$ cat config.mk
export PLATFORM = sky130hd
export DESIGN_NAME = imu_frame_deframer_flat
export DESIGN_NICKNAME = d
export VERILOG_FILES = /design/src/imu_fd_pkg.sv /design/src/imu_fd_byte_if.sv /design/src/imu_fd_frame_if.sv /design/src/imu_fd_parser.sv /design/src/imu_frame_deframer.sv /design/src/flat_wrapper.sv
export VERILOG_INCLUDE_DIRS = /design/src /design/src/src
export SDC_FILE = /design/constraint.sdc
export NUM_CORES = 1
export LEC_CHECK = 0
export ABC_AREA = 1
export BUFFER_PORTS_ARGS = -buffer_cell sky130_fd_sc_hd__buf_2
export CAP_MARGIN = 20
export CORE_MARGIN = 2
export CORE_UTILIZATION = 61
export DETAILED_ROUTE_END_ITERATION = 12
export MAX_ROUTING_LAYER = met4
export PLACE_DENSITY_LB_ADDON = 0.08
export REMOVE_ABC_BUFFERS = 1
export SLEW_MARGIN = 20
export SYNTH_ARGS = -nofsm -noshare
export SYNTH_HDL_FRONTEND = slang
export SYNTH_SLANG_ARGS = --single-unit
$ cat constraint.sdc
create_clock -name clk -period 5.9 [get_ports clk]
set_input_delay 0 -clock clk [delete_from_list [all_inputs] [get_ports clk]]
set_output_delay 0 -clock clk [all_outputs]
set_load 0.1 [all_outputs]
$ cat src/assert_macros.svh
// Assertion macros shared by the deframer RTL.
// Each macro expands to one labeled concurrent assertion under clock and reset.
`ifndef ASSERT_MACROS_SVH
`define ASSERT_MACROS_SVH

// Check that cons holds in the same cycle as ante
`define ASSERT_IMPLIES(label, clk, rst_n, ante, cons, msg) \
  label: assert property (@(posedge clk) disable iff (!rst_n) (ante) |-> (cons)) \
    else $error(msg);

// Check that cons holds in the cycle after ante
`define ASSERT_NEXT(label, clk, rst_n, ante, cons, msg) \
  label: assert property (@(posedge clk) disable iff (!rst_n) (ante) |=> (cons)) \
    else $error(msg);

`endif

$ cat src/imu_fd_pkg.sv
// Shared types and constants for the IMU frame deframer.
// No dependencies; the interfaces and modules of the block import this package.
package imu_fd_pkg;

  localparam int unsigned BYTE_W = 8;
  localparam int unsigned WORD_W = 16;
  localparam int unsigned LEN_W  = 4;
  localparam int unsigned MASK_W = 16;
  localparam int unsigned CFG_W  = 16;
  localparam int unsigned CAP_DEPTH = 6;
  localparam int unsigned CAP_IDX_W = $clog2(CAP_DEPTH);

  // Type bytes live in 0x50..0x5F: upper nibble fixed, lower nibble picks mask bit
  localparam logic [3:0] TYPE_HI_NIBBLE = 4'h5;
  localparam logic [LEN_W-1:0] MIN_FRAME = 4'd8;
  localparam logic [LEN_W-1:0] FIRST_CAP_POS = 4'd2;
  localparam logic [LEN_W-1:0] LAST_CAP_POS  = 4'd7;

  localparam logic [BYTE_W-1:0] HEADER_RST = 8'h55;
  localparam logic [LEN_W-1:0]  LENGTH_RST = 4'd10;
  localparam logic [MASK_W-1:0] MASK_RST   = 16'h001E;

  typedef enum logic [1:0] {
    CFG_HEADER_BYTE  = 2'd0,
    CFG_FRAME_LENGTH = 2'd1,
    CFG_TYPE_MASK    = 2'd2
  } cfg_index_t;

  typedef enum logic [1:0] {
    ST_HUNT    = 2'd0,
    ST_HEADER  = 2'd1,
    ST_COLLECT = 2'd2
  } hunt_state_t;

  typedef struct packed {
    logic [BYTE_W-1:0] header_byte;
    logic [LEN_W-1:0]  frame_length;
    logic [MASK_W-1:0] type_mask;
  } cfg_t;

  typedef struct packed {
    logic                     valid;
    logic [BYTE_W-1:0]        frame_type;
    logic signed [WORD_W-1:0] first_word;
    logic signed [WORD_W-1:0] second_word;
    logic signed [WORD_W-1:0] third_word;
  } frame_res_t;

endpackage

$ cat src/imu_fd_byte_if.sv
// Valid/ready channel carrying one received byte per beat.
// Depends on imu_fd_pkg for widths.
interface imu_fd_byte_if import imu_fd_pkg::*; ();
  logic              valid;
  logic              ready;
  logic [BYTE_W-1:0] rx_byte;

  modport source (output valid, output rx_byte, input ready);
  modport sink   (input valid, input rx_byte, output ready);
endinterface

$ cat src/imu_fd_frame_if.sv
// Valid/ready channel carrying one decoded frame per beat.
// Depends on imu_fd_pkg for widths.
interface imu_fd_frame_if import imu_fd_pkg::*; ();
  logic                     valid;
  logic                     ready;
  logic [BYTE_W-1:0]        frame_type;
  logic signed [WORD_W-1:0] first_word;
  logic signed [WORD_W-1:0] second_word;
  logic signed [WORD_W-1:0] third_word;

  modport source (output valid, output frame_type, output first_word,
                  output second_word, output third_word, input ready);
  modport sink   (input valid, input frame_type, input first_word,
                  input second_word, input third_word, output ready);
endinterface

$ cat src/imu_fd_parser.sv
// Frame hunt/collect state machine with running checksum and byte capture.
// Depends on imu_fd_pkg and assert_macros.svh; result is combinational on the beat.
`include "assert_macros.svh"

module imu_fd_parser import imu_fd_pkg::*; (
  input  logic              clk,
  input  logic              rst_n,
  input  logic              byte_valid,
  input  logic [BYTE_W-1:0] rx_byte,
  input  cfg_t              cfg,
  output frame_res_t        res
);

  hunt_state_t       state_r, state_nxt;
  logic [LEN_W-1:0]  pos_r, pos_nxt;
  logic [BYTE_W-1:0] sum_r, sum_nxt;
  logic [BYTE_W-1:0] type_r, type_nxt;
  logic [BYTE_W-1:0] cap_r [CAP_DEPTH];

  logic [LEN_W-1:0]     eff_len;
  logic                 type_ok;
  logic                 hdr_hit;
  logic                 frame_end;
  logic                 cap_we;
  logic [CAP_IDX_W-1:0] cap_idx;
  logic [LEN_W-1:0]     cap_off;
  logic                 res_valid;

  // Decode the current byte against the configuration
  assign eff_len   = (cfg.frame_length < MIN_FRAME) ? MIN_FRAME : cfg.frame_length;
  assign type_ok   = (rx_byte[7:4] == TYPE_HI_NIBBLE) && cfg.type_mask[rx_byte[3:0]];
  assign hdr_hit   = (rx_byte == cfg.header_byte);
  assign frame_end = (pos_r >= eff_len);
  assign cap_off   = pos_r - FIRST_CAP_POS;
  assign cap_idx   = cap_off[CAP_IDX_W-1:0];

  // Next state
  always_comb begin
    state_nxt = state_r;
    if (byte_valid) begin
      unique case (state_r)
        ST_COLLECT: state_nxt = frame_end ? ST_HUNT : ST_COLLECT;
        ST_HEADER: begin
          if (type_ok)      state_nxt = ST_COLLECT;
          else if (hdr_hit) state_nxt = ST_HEADER;
          else              state_nxt = ST_HUNT;
        end
        default:            state_nxt = hdr_hit ? ST_HEADER : ST_HUNT;
      endcase
    end
  end

  // Position, checksum, held type, capture strobe and result valid
  always_comb begin
    pos_nxt   = pos_r;
    sum_nxt   = sum_r;
    type_nxt  = type_r;
    cap_we    = 1'b0;
    res_valid = 1'b0;
    if (byte_valid) begin
      unique case (state_r)
        ST_COLLECT: begin
          if (frame_end) begin
            pos_nxt   = '0;
            sum_nxt   = '0;
            res_valid = (rx_byte == sum_r);
          end else begin
            cap_we  = (pos_r >= FIRST_CAP_POS) && (pos_r <= LAST_CAP_POS);
            sum_nxt = sum_r + rx_byte;
            pos_nxt = pos_r + 4'd1;
          end
        end
        ST_HEADER: begin
          if (type_ok) begin
            type_nxt = rx_byte;
            sum_nxt  = sum_r + rx_byte;
            pos_nxt  = FIRST_CAP_POS;
          end else if (hdr_hit) begin
            sum_nxt = rx_byte;
            pos_nxt = 4'd1;
          end else begin
            sum_nxt = '0;
            pos_nxt = '0;
          end
        end
        default: begin
          if (hdr_hit) begin
            sum_nxt = rx_byte;
            pos_nxt = 4'd1;
          end else begin
            sum_nxt = '0;
            pos_nxt = '0;
          end
        end
      endcase
    end
  end

  // Assemble little-endian words from the captured bytes
  assign res.valid       = res_valid;
  assign res.frame_type  = type_r;
  assign res.first_word  = {cap_r[1], cap_r[0]};
  assign res.second_word = {cap_r[3], cap_r[2]};
  assign res.third_word  = {cap_r[5], cap_r[4]};

  // Control registers
  always_ff @(posedge clk) begin
    if (!rst_n) begin
      state_r <= ST_HUNT;
      pos_r   <= '0;
      sum_r   <= '0;
      type_r  <= '0;
    end else begin
      state_r <= state_nxt;
      pos_r   <= pos_nxt;
      sum_r   <= sum_nxt;
      type_r  <= type_nxt;
    end
  end

  // Capture frame bytes 2..7
  always_ff @(posedge clk) begin
    if (cap_we) begin
      cap_r[cap_idx] <= rx_byte;
    end
  end

  `ASSERT_IMPLIES(a_res_needs_beat, clk, rst_n, res.valid, byte_valid && state_r == ST_COLLECT, "result without a checksum beat")
  `ASSERT_IMPLIES(a_collect_pos, clk, rst_n, state_r == ST_COLLECT, pos_r >= FIRST_CAP_POS, "frame position out of range")
  `ASSERT_NEXT(a_header_pos, clk, rst_n, byte_valid && state_r != ST_COLLECT && hdr_hit && !(state_r == ST_HEADER && type_ok), state_r == ST_HEADER && pos_r == 4'd1, "header not tracked")

endmodule

$ cat src/imu_frame_deframer.sv
// IMU frame deframer top level: configuration registers, parser and result register.
// Depends on imu_fd_pkg, imu_fd_byte_if, imu_fd_frame_if, imu_fd_parser, assert_macros.svh.
//
// Usage:
//   in_byte  (sink)   : one received serial byte per beat.
//   out_frame (source): one decoded frame per beat (type and three signed words).
//   cfg_we/cfg_index/cfg_wdata: write header byte (0), frame length (1), type mask (2)
//   while the block is idle.
// Throughput: one byte per cycle unless stalled. The parser state, checksum and capture
//   registers update in the same cycle the byte is taken, so bytes can arrive back to back.
// A frame appears on out_frame in the cycle after its checksum byte is taken.
// A frame with a bad checksum gives no beat; hunting restarts with the next byte.
// Reset (rst_n low, synchronous): parser returns to hunting, the output register
//   empties, and the registers load header 0x55, length 10, type mask 0x001E.
// Stall: a waiting frame holds in the output register; in_byte.ready stays high
//   while that register is empty or being drained, so bytes keep flowing unless a
//   held frame is not taken.
`include "assert_macros.svh"

module imu_frame_deframer import imu_fd_pkg::*; (
  input  logic             clk,
  input  logic             rst_n,
  imu_fd_byte_if.sink      in_byte,
  imu_fd_frame_if.source   out_frame,
  input  logic             cfg_we,
  input  logic [1:0]       cfg_index,
  input  logic [CFG_W-1:0] cfg_wdata
);

  cfg_t       cfg_r;
  frame_res_t res;
  frame_res_t out_r;
  logic       out_valid_r;
  logic       in_fire;

  // Accept a byte unless a held frame is stalled
  assign in_byte.ready = !out_valid_r || out_frame.ready;
  assign in_fire       = in_byte.valid && in_byte.ready;

  // Configuration registers
  always_ff @(posedge clk) begin
    if (!rst_n) begin
      cfg_r.header_byte  <= HEADER_RST;
      cfg_r.frame_length <= LENGTH_RST;
      cfg_r.type_mask    <= MASK_RST;
    end else if (cfg_we) begin
      unique case (cfg_index_t'(cfg_index))
        CFG_HEADER_BYTE:  cfg_r.header_byte  <= cfg_wdata[BYTE_W-1:0];
        CFG_FRAME_LENGTH: cfg_r.frame_length <= cfg_wdata[LEN_W-1:0];
        CFG_TYPE_MASK:    cfg_r.type_mask    <= cfg_wdata[MASK_W-1:0];
        default:          ;
      endcase
    end
  end

  imu_fd_parser u_parser (
    .clk        (clk),
    .rst_n      (rst_n),
    .byte_valid (in_fire),
    .rx_byte    (in_byte.rx_byte),
    .cfg        (cfg_r),
    .res        (res)
  );

  // Output valid: load on a good frame, drop when the beat is taken
  always_ff @(posedge clk) begin
    if (!rst_n) begin
      out_valid_r <= 1'b0;
    end else if (res.valid) begin
      out_valid_r <= 1'b1;
    end else if (out_frame.ready) begin
      out_valid_r <= 1'b0;
    end
  end

  // Output payload
  always_ff @(posedge clk) begin
    if (res.valid) begin
      out_r <= res;
    end
  end

  assign out_frame.valid       = out_valid_r;
  assign out_frame.frame_type  = out_r.frame_type;
  assign out_frame.first_word  = out_r.first_word;
  assign out_frame.second_word = out_r.second_word;
  assign out_frame.third_word  = out_r.third_word;

  `ASSERT_IMPLIES(a_stall_blocks_in, clk, rst_n, out_valid_r && !out_frame.ready, !in_byte.ready, "byte taken while frame stalled")
  `ASSERT_NEXT(a_res_loads_out, clk, rst_n, res.valid, out_valid_r, "good frame not registered")
  `ASSERT_IMPLIES(a_res_on_fire, clk, rst_n, res.valid, in_fire, "result without accepted byte")

endmodule
$ cat src/flat_wrapper.sv
// flat-port wrapper written by rule: the top's interface ports become plain ports
module imu_frame_deframer_flat import imu_fd_pkg::*;
  (clk, rst_n, cfg_we, cfg_index, cfg_wdata, in_byte_valid, in_byte_rx_byte, in_byte_ready, out_frame_valid, out_frame_frame_type, out_frame_first_word, out_frame_second_word, out_frame_third_word, out_frame_ready);
  imu_fd_byte_if in_byte_i ();
  imu_fd_frame_if out_frame_i ();
  input  logic clk;
  input  logic rst_n;
  input  logic cfg_we;
  input  logic [1:0] cfg_index;
  input  logic [CFG_W-1:0] cfg_wdata;
  input wire logic [$bits(in_byte_i.valid)-1:0] in_byte_valid;
  input wire logic [$bits(in_byte_i.rx_byte)-1:0] in_byte_rx_byte;
  output wire logic [$bits(in_byte_i.ready)-1:0] in_byte_ready;
  output wire logic [$bits(out_frame_i.valid)-1:0] out_frame_valid;
  output wire logic [$bits(out_frame_i.frame_type)-1:0] out_frame_frame_type;
  output wire logic [$bits(out_frame_i.first_word)-1:0] out_frame_first_word;
  output wire logic [$bits(out_frame_i.second_word)-1:0] out_frame_second_word;
  output wire logic [$bits(out_frame_i.third_word)-1:0] out_frame_third_word;
  input wire logic [$bits(out_frame_i.ready)-1:0] out_frame_ready;
  assign in_byte_i.valid = in_byte_valid;
  assign in_byte_i.rx_byte = in_byte_rx_byte;
  assign in_byte_ready = in_byte_i.ready;
  assign out_frame_valid = out_frame_i.valid;
  assign out_frame_frame_type = out_frame_i.frame_type;
  assign out_frame_first_word = out_frame_i.first_word;
  assign out_frame_second_word = out_frame_i.second_word;
  assign out_frame_third_word = out_frame_i.third_word;
  assign out_frame_i.ready = out_frame_ready;
  imu_frame_deframer u_core (.clk(clk), .rst_n(rst_n), .in_byte(in_byte_i), .out_frame(out_frame_i), .cfg_we(cfg_we), .cfg_index(cfg_index), .cfg_wdata(cfg_wdata));
endmodule
==> impl_table.tex <==
\begin{tabular}{lr}
\hline
Metric & Value \\
\hline
\multicolumn{2}{l}{\textbf{Outcome}} \\
\quad Status & finished, final reports clean \\
\multicolumn{2}{l}{\textbf{Synth}} \\
\quad Top cells by area, synth & sky130\_fd\_sc\_hd\_\_edfxtp\_1 52\%, sky130\_fd\_sc\_hd\_\_dfxtp\_1 17\%, sky130\_fd\_sc\_hd\_\_nand2\_1 5.1\% \\
\quad Leading post-synthesis cells by instance count & 104 x sky130\_fd\_sc\_hd\_\_edfxtp\_1, 81 x sky130\_fd\_sc\_hd\_\_nand2\_1, 51 x sky130\_fd\_sc\_hd\_\_dfxtp\_1 \\
\quad Number of synthesized flops with an enable pin & 104 \\
\quad Asr flop ratio synth & 0\% \\
\quad \#FFs+latches synth & 155 \\
\quad Gate count of the mapped netlist & 504 \\
\quad Area leader, netlist & sky130\_fd\_sc\_hd\_\_edfxtp\_1 \\
\quad Leading register cell type out of synthesis & sky130\_fd\_sc\_hd\_\_edfxtp\_1 \\
\quad Post-synthesis average cell area & 11.9 µm² \\
\quad Yosys top cell area share & 52.3\% \\
\quad Most common cell in the netlist & sky130\_fd\_sc\_hd\_\_edfxtp\_1 \\
\quad Netlist area before placement & 0.00597 mm² \\
\quad Yosys cell types & 36 \\
\quad Sequential fraction of the synthesis area & 69.4\% \\
\quad Number of warnings printed during yosys synthesis & 0 \\
\multicolumn{2}{l}{\textbf{Setup path}} \\
\quad Cell type of the slowest stage on the worst timing path & sky130\_fd\_sc\_hd\_\_dlygate4sd3\_1 \\
\quad Reg2Reg Capture Point & out\_frame\_first\_word[4] \\
\quad CP Data Arrival Time & 3.14 ns \\
\quad Kind of start point of the critical path & input port \\
\quad Max FO, Critical Path & 8 \\
\quad Startpoint of the lowest-slack register-to-register path & u\_core.u\_parser.pos\_r[0] \\
\quad Critical-path cell list & dlygate4sd3\_1, buf\_2, nor3\_2, dlygate4sd3\_1, inv\_2, nor2\_1, dlygate4sd3\_1, nor2\_1, dlygate4sd3\_1 \\
\quad Reg2reg path depth & 8 \\
\quad Endpoint type of the worst setup path & flop \\
\quad Largest incremental delay on the critical path & 0.72 ns \\
\quad Critical setup path kind & input port to flop \\
\quad Most frequent CP cell & sky130\_fd\_sc\_hd\_\_dlygate4sd3\_1 \\
\quad Internal reg-to-reg setup slack & 3.28 ns \\
\quad Data required time at the worst endpoint & 6.30 ns \\
\multicolumn{2}{l}{\textbf{Detailed routing}} \\
\quad Initial DRT Pass Iterations & 5 \\
\quad Met2 routed wirelength & 6300 µm \\
\quad Total detailed-routing wirelength & 12,500 µm \\
\quad DR vias & 4,172 \\
\quad Via count normalized by instance count & 5.28 \\
\quad Met3 layer wire length in the routed design & 726 µm \\
\quad WL met1 & 5220 µm \\
\quad Number of design rule violations left after detail routing & 0 \\
\quad Mean routed wirelength per cell & 15.8 µm \\
\quad Top Metal Used & met4 \\
\quad Detailed Route Iter0 Violations & 320 \\
\quad Post-route ant nets & 0 \\
\multicolumn{2}{l}{\textbf{Floorplan}} \\
\quad Die width & 103 µm \\
\quad Initial cell density of the core & 62.0\% \\
\quad Die extent in y & 103 µm \\
\quad Io pins & 89 \\
\quad Die footprint & 0.0106 mm² \\
\quad Rows & 36 \\
\quad Core area & 0.00964 mm² \\
\multicolumn{2}{l}{\textbf{Hold path}} \\
\quad Launch point of the worst hold path & in\_byte\_valid \\
\quad Number of cells on the worst hold path & 4 \\
\quad Worst hold path type & input port to flop \\
\quad Hold EP & u\_core.u\_parser.pos\_r[2] \\
\multicolumn{2}{l}{\textbf{Place}} \\
\quad Routability congestion estimate & 0.877 \\
\quad HPWL after DPL & 7330 µm \\
\quad Count of buffers from port buffering & 88 \\
\multicolumn{2}{l}{\textbf{Pwr}} \\
\quad Cell Pwr Density & 314 mW/mm² \\
\quad Maximum resistive drop on vdd & 195 µV \\
\quad Static leakage & 3.01 nW \\
\multicolumn{2}{l}{\textbf{GRT}} \\
\quad Global-route wire length before repair & 19,700 µm \\
\quad Via count of the first global-routing pass & 4,055 \\
\quad Pin count of the biggest net entering global routing & 57 \\
\quad Overflow left after global routing & 0 \\
\quad Overall fraction of global-route tracks in use & 26.0\% \\
\quad Number of antenna violations at the first check in global routing & 0 \\
\multicolumn{2}{l}{\textbf{Timing}} \\
\quad Fraction of the cycle the final worst path needs & 46.4\% \\
\quad Final number of hold-violating endpoints & 0 \\
\quad RSZ-0062 raised after global routing & no \\
\quad Hold\_ws & 0.103 ns \\
\quad Crit path time final & 2.74 ns \\
\quad Highest clock rate & 365 MHz \\
\quad Final-report setup violation count & 0 \\
\quad Total negative slack for setup checks & 0 ns \\
\quad Least-Margin Pin Slew & 0.924 ns \\
\quad Final max-slew violation count & 0 \\
\quad Fin Clk Skew & 0.00936 ns \\
\quad Max-Slew Margin vs Limit & 38.4\% \\
\multicolumn{2}{l}{\textbf{Final layout}} \\
\quad Area overhead of the layout relative to synthesis & 26.5\% \\
\quad Net count of the finished layout & 690 \\
\quad Final antenna diode count & 0 \\
\quad Fraction of layout instances using a drive strength above 1 & 22.2\% \\
\multicolumn{2}{l}{\textbf{Clock tree}} \\
\quad Clock Latency Late Sink & 0.52 ns \\
\quad CTS tree & done \\
\quad Clock slew at the register clock pins of the worst setup and hold paths & 0.07 ns \\
\quad Number of H-tree levels & 4 \\
\quad CTS Root Buffer Type & sky130\_fd\_sc\_hd\_\_clkbuf\_8 \\
\quad Clock buffer depth & 2 \\
\quad Number of gates given a new drive strength after cts & 0 \\
\quad Sinks on Clock Net & 155 \\
\quad Total clock buffers created by CTS & 17 \\
\multicolumn{2}{l}{\textbf{Run}} \\
\quad Number of maximum-capacitance constraint violations & 0 \\
\hline
\end{tabular}
how the worst max path moves through the flow:
stage                        startpoint                  endpoint  slack [ns]  depth (start not counted)
2_1_floorplan    u_core.out_frame.valid   out_frame_first_word[0]        2.13                          5
6_report                   cfg_index[0]          u_core.cfg_r[27]        3.16                          9
5_1_grt                    cfg_index[0]          u_core.cfg_r[27]        3.01                          9
3_3_place_gp   u_core.u_parser.pos_r[0]  out_frame_second_word[2]        3.47                          8
3_5_place_dp   u_core.u_parser.pos_r[0]  out_frame_second_word[2]        3.38                          8
4_1_cts                    cfg_index[0]          u_core.cfg_r[27]        3.29                          9
final cells by class:
cell class                 count  area, µm²
sequential                   155       4140
clock inverter                15        183
multi-input combinational    286       1570
clock buffer                  17        414
fill                         607       2080
timing repair buffer         133        888
tap                          133        166
inverter                      51        195
layout by cell type, fill, tap and decap left out, types with 16 or more instances in the layout:
cell type	instances
sky130_fd_sc_hd__edfxtp_1	104
sky130_fd_sc_hd__buf_2	88
sky130_fd_sc_hd__nand2_1	81
sky130_fd_sc_hd__dfxtp_1	51
sky130_fd_sc_hd__nor2_1	46
sky130_fd_sc_hd__nand3_1	46
sky130_fd_sc_hd__dlygate4sd3_1	44
sky130_fd_sc_hd__inv_1	37
sky130_fd_sc_hd__a21oi_1	27
sky130_fd_sc_hd__clkbuf_16	16
stage by stage:
stage | utilization (%) | power [mW] | setup WS, ns | area (µm²) | cells
detailed placement | 67.6 | 1.30 | 3.38 | 6520 | 714
finish | 78.4 | 2.38 | 3.16 | 7560 | 790
floorplan | - | 1.26 | 2.13 | 5900 | 492
global placement | 67.6 | 1.30 | 3.47 | 6520 | 714
global route | 78.4 | 2.44 | 3.01 | 7560 | 790
CTS | 78.4 | 2.38 | 3.29 | 7560 | 790
critical path, delay by kind of cell:
family        cells  cell delay, ns
simple gates      3            0.48
buf+inv           6            2.65
cell families (layout without fill, tap and decap cells):
logic type / count (synthesis) / in the layout / synth area share (%)
AND/OR/NAND/NOR: 202 / 202 / 16.0
flip-flops: 155 / 155 / 69.4
buffers and inverters: 63 / 216 / 4.40
AO/OA/AOI/OAI: 55 / 55 / 4.92
adder cells (fa/ha/maj): 15 / 15 / 3.27
XOR/XNOR: 14 / 14 / 2.05
state kept, by name, indices dropped and copies added (netlist names):
name and cells:
out_frame_first_word 16, out_frame_second_word 16, out_frame_third_word 16, u_core.cfg_r 28
u_core.out_frame.frame_type 8, u_core.out_frame.valid 1, u_core.u_parser.cap_r 48, u_core.u_parser.pos_r 4
u_core.u_parser.state_r 2, u_core.u_parser.sum_r 8, u_core.u_parser.type_r 8
what timing repair did:
action,CTS,global route
buffers inserted,0,0
hold buffers,44,0
hold endpoints to repair,87,0
where the power goes:
group | switching [mW] | internal [mW]
clock | 0.455 | 0.619
combinational | 0.0785 | 0.0546
sequential | 0.00664 | 1.16
metal layers:
layer  up-vias  GRT usage [%]
met5         -              -
met4         0           10.6
met3        22           5.49
met2       181           42.1
met1      1956           32.1
li1       2013              -
Power figures use the tool's default switching activity.
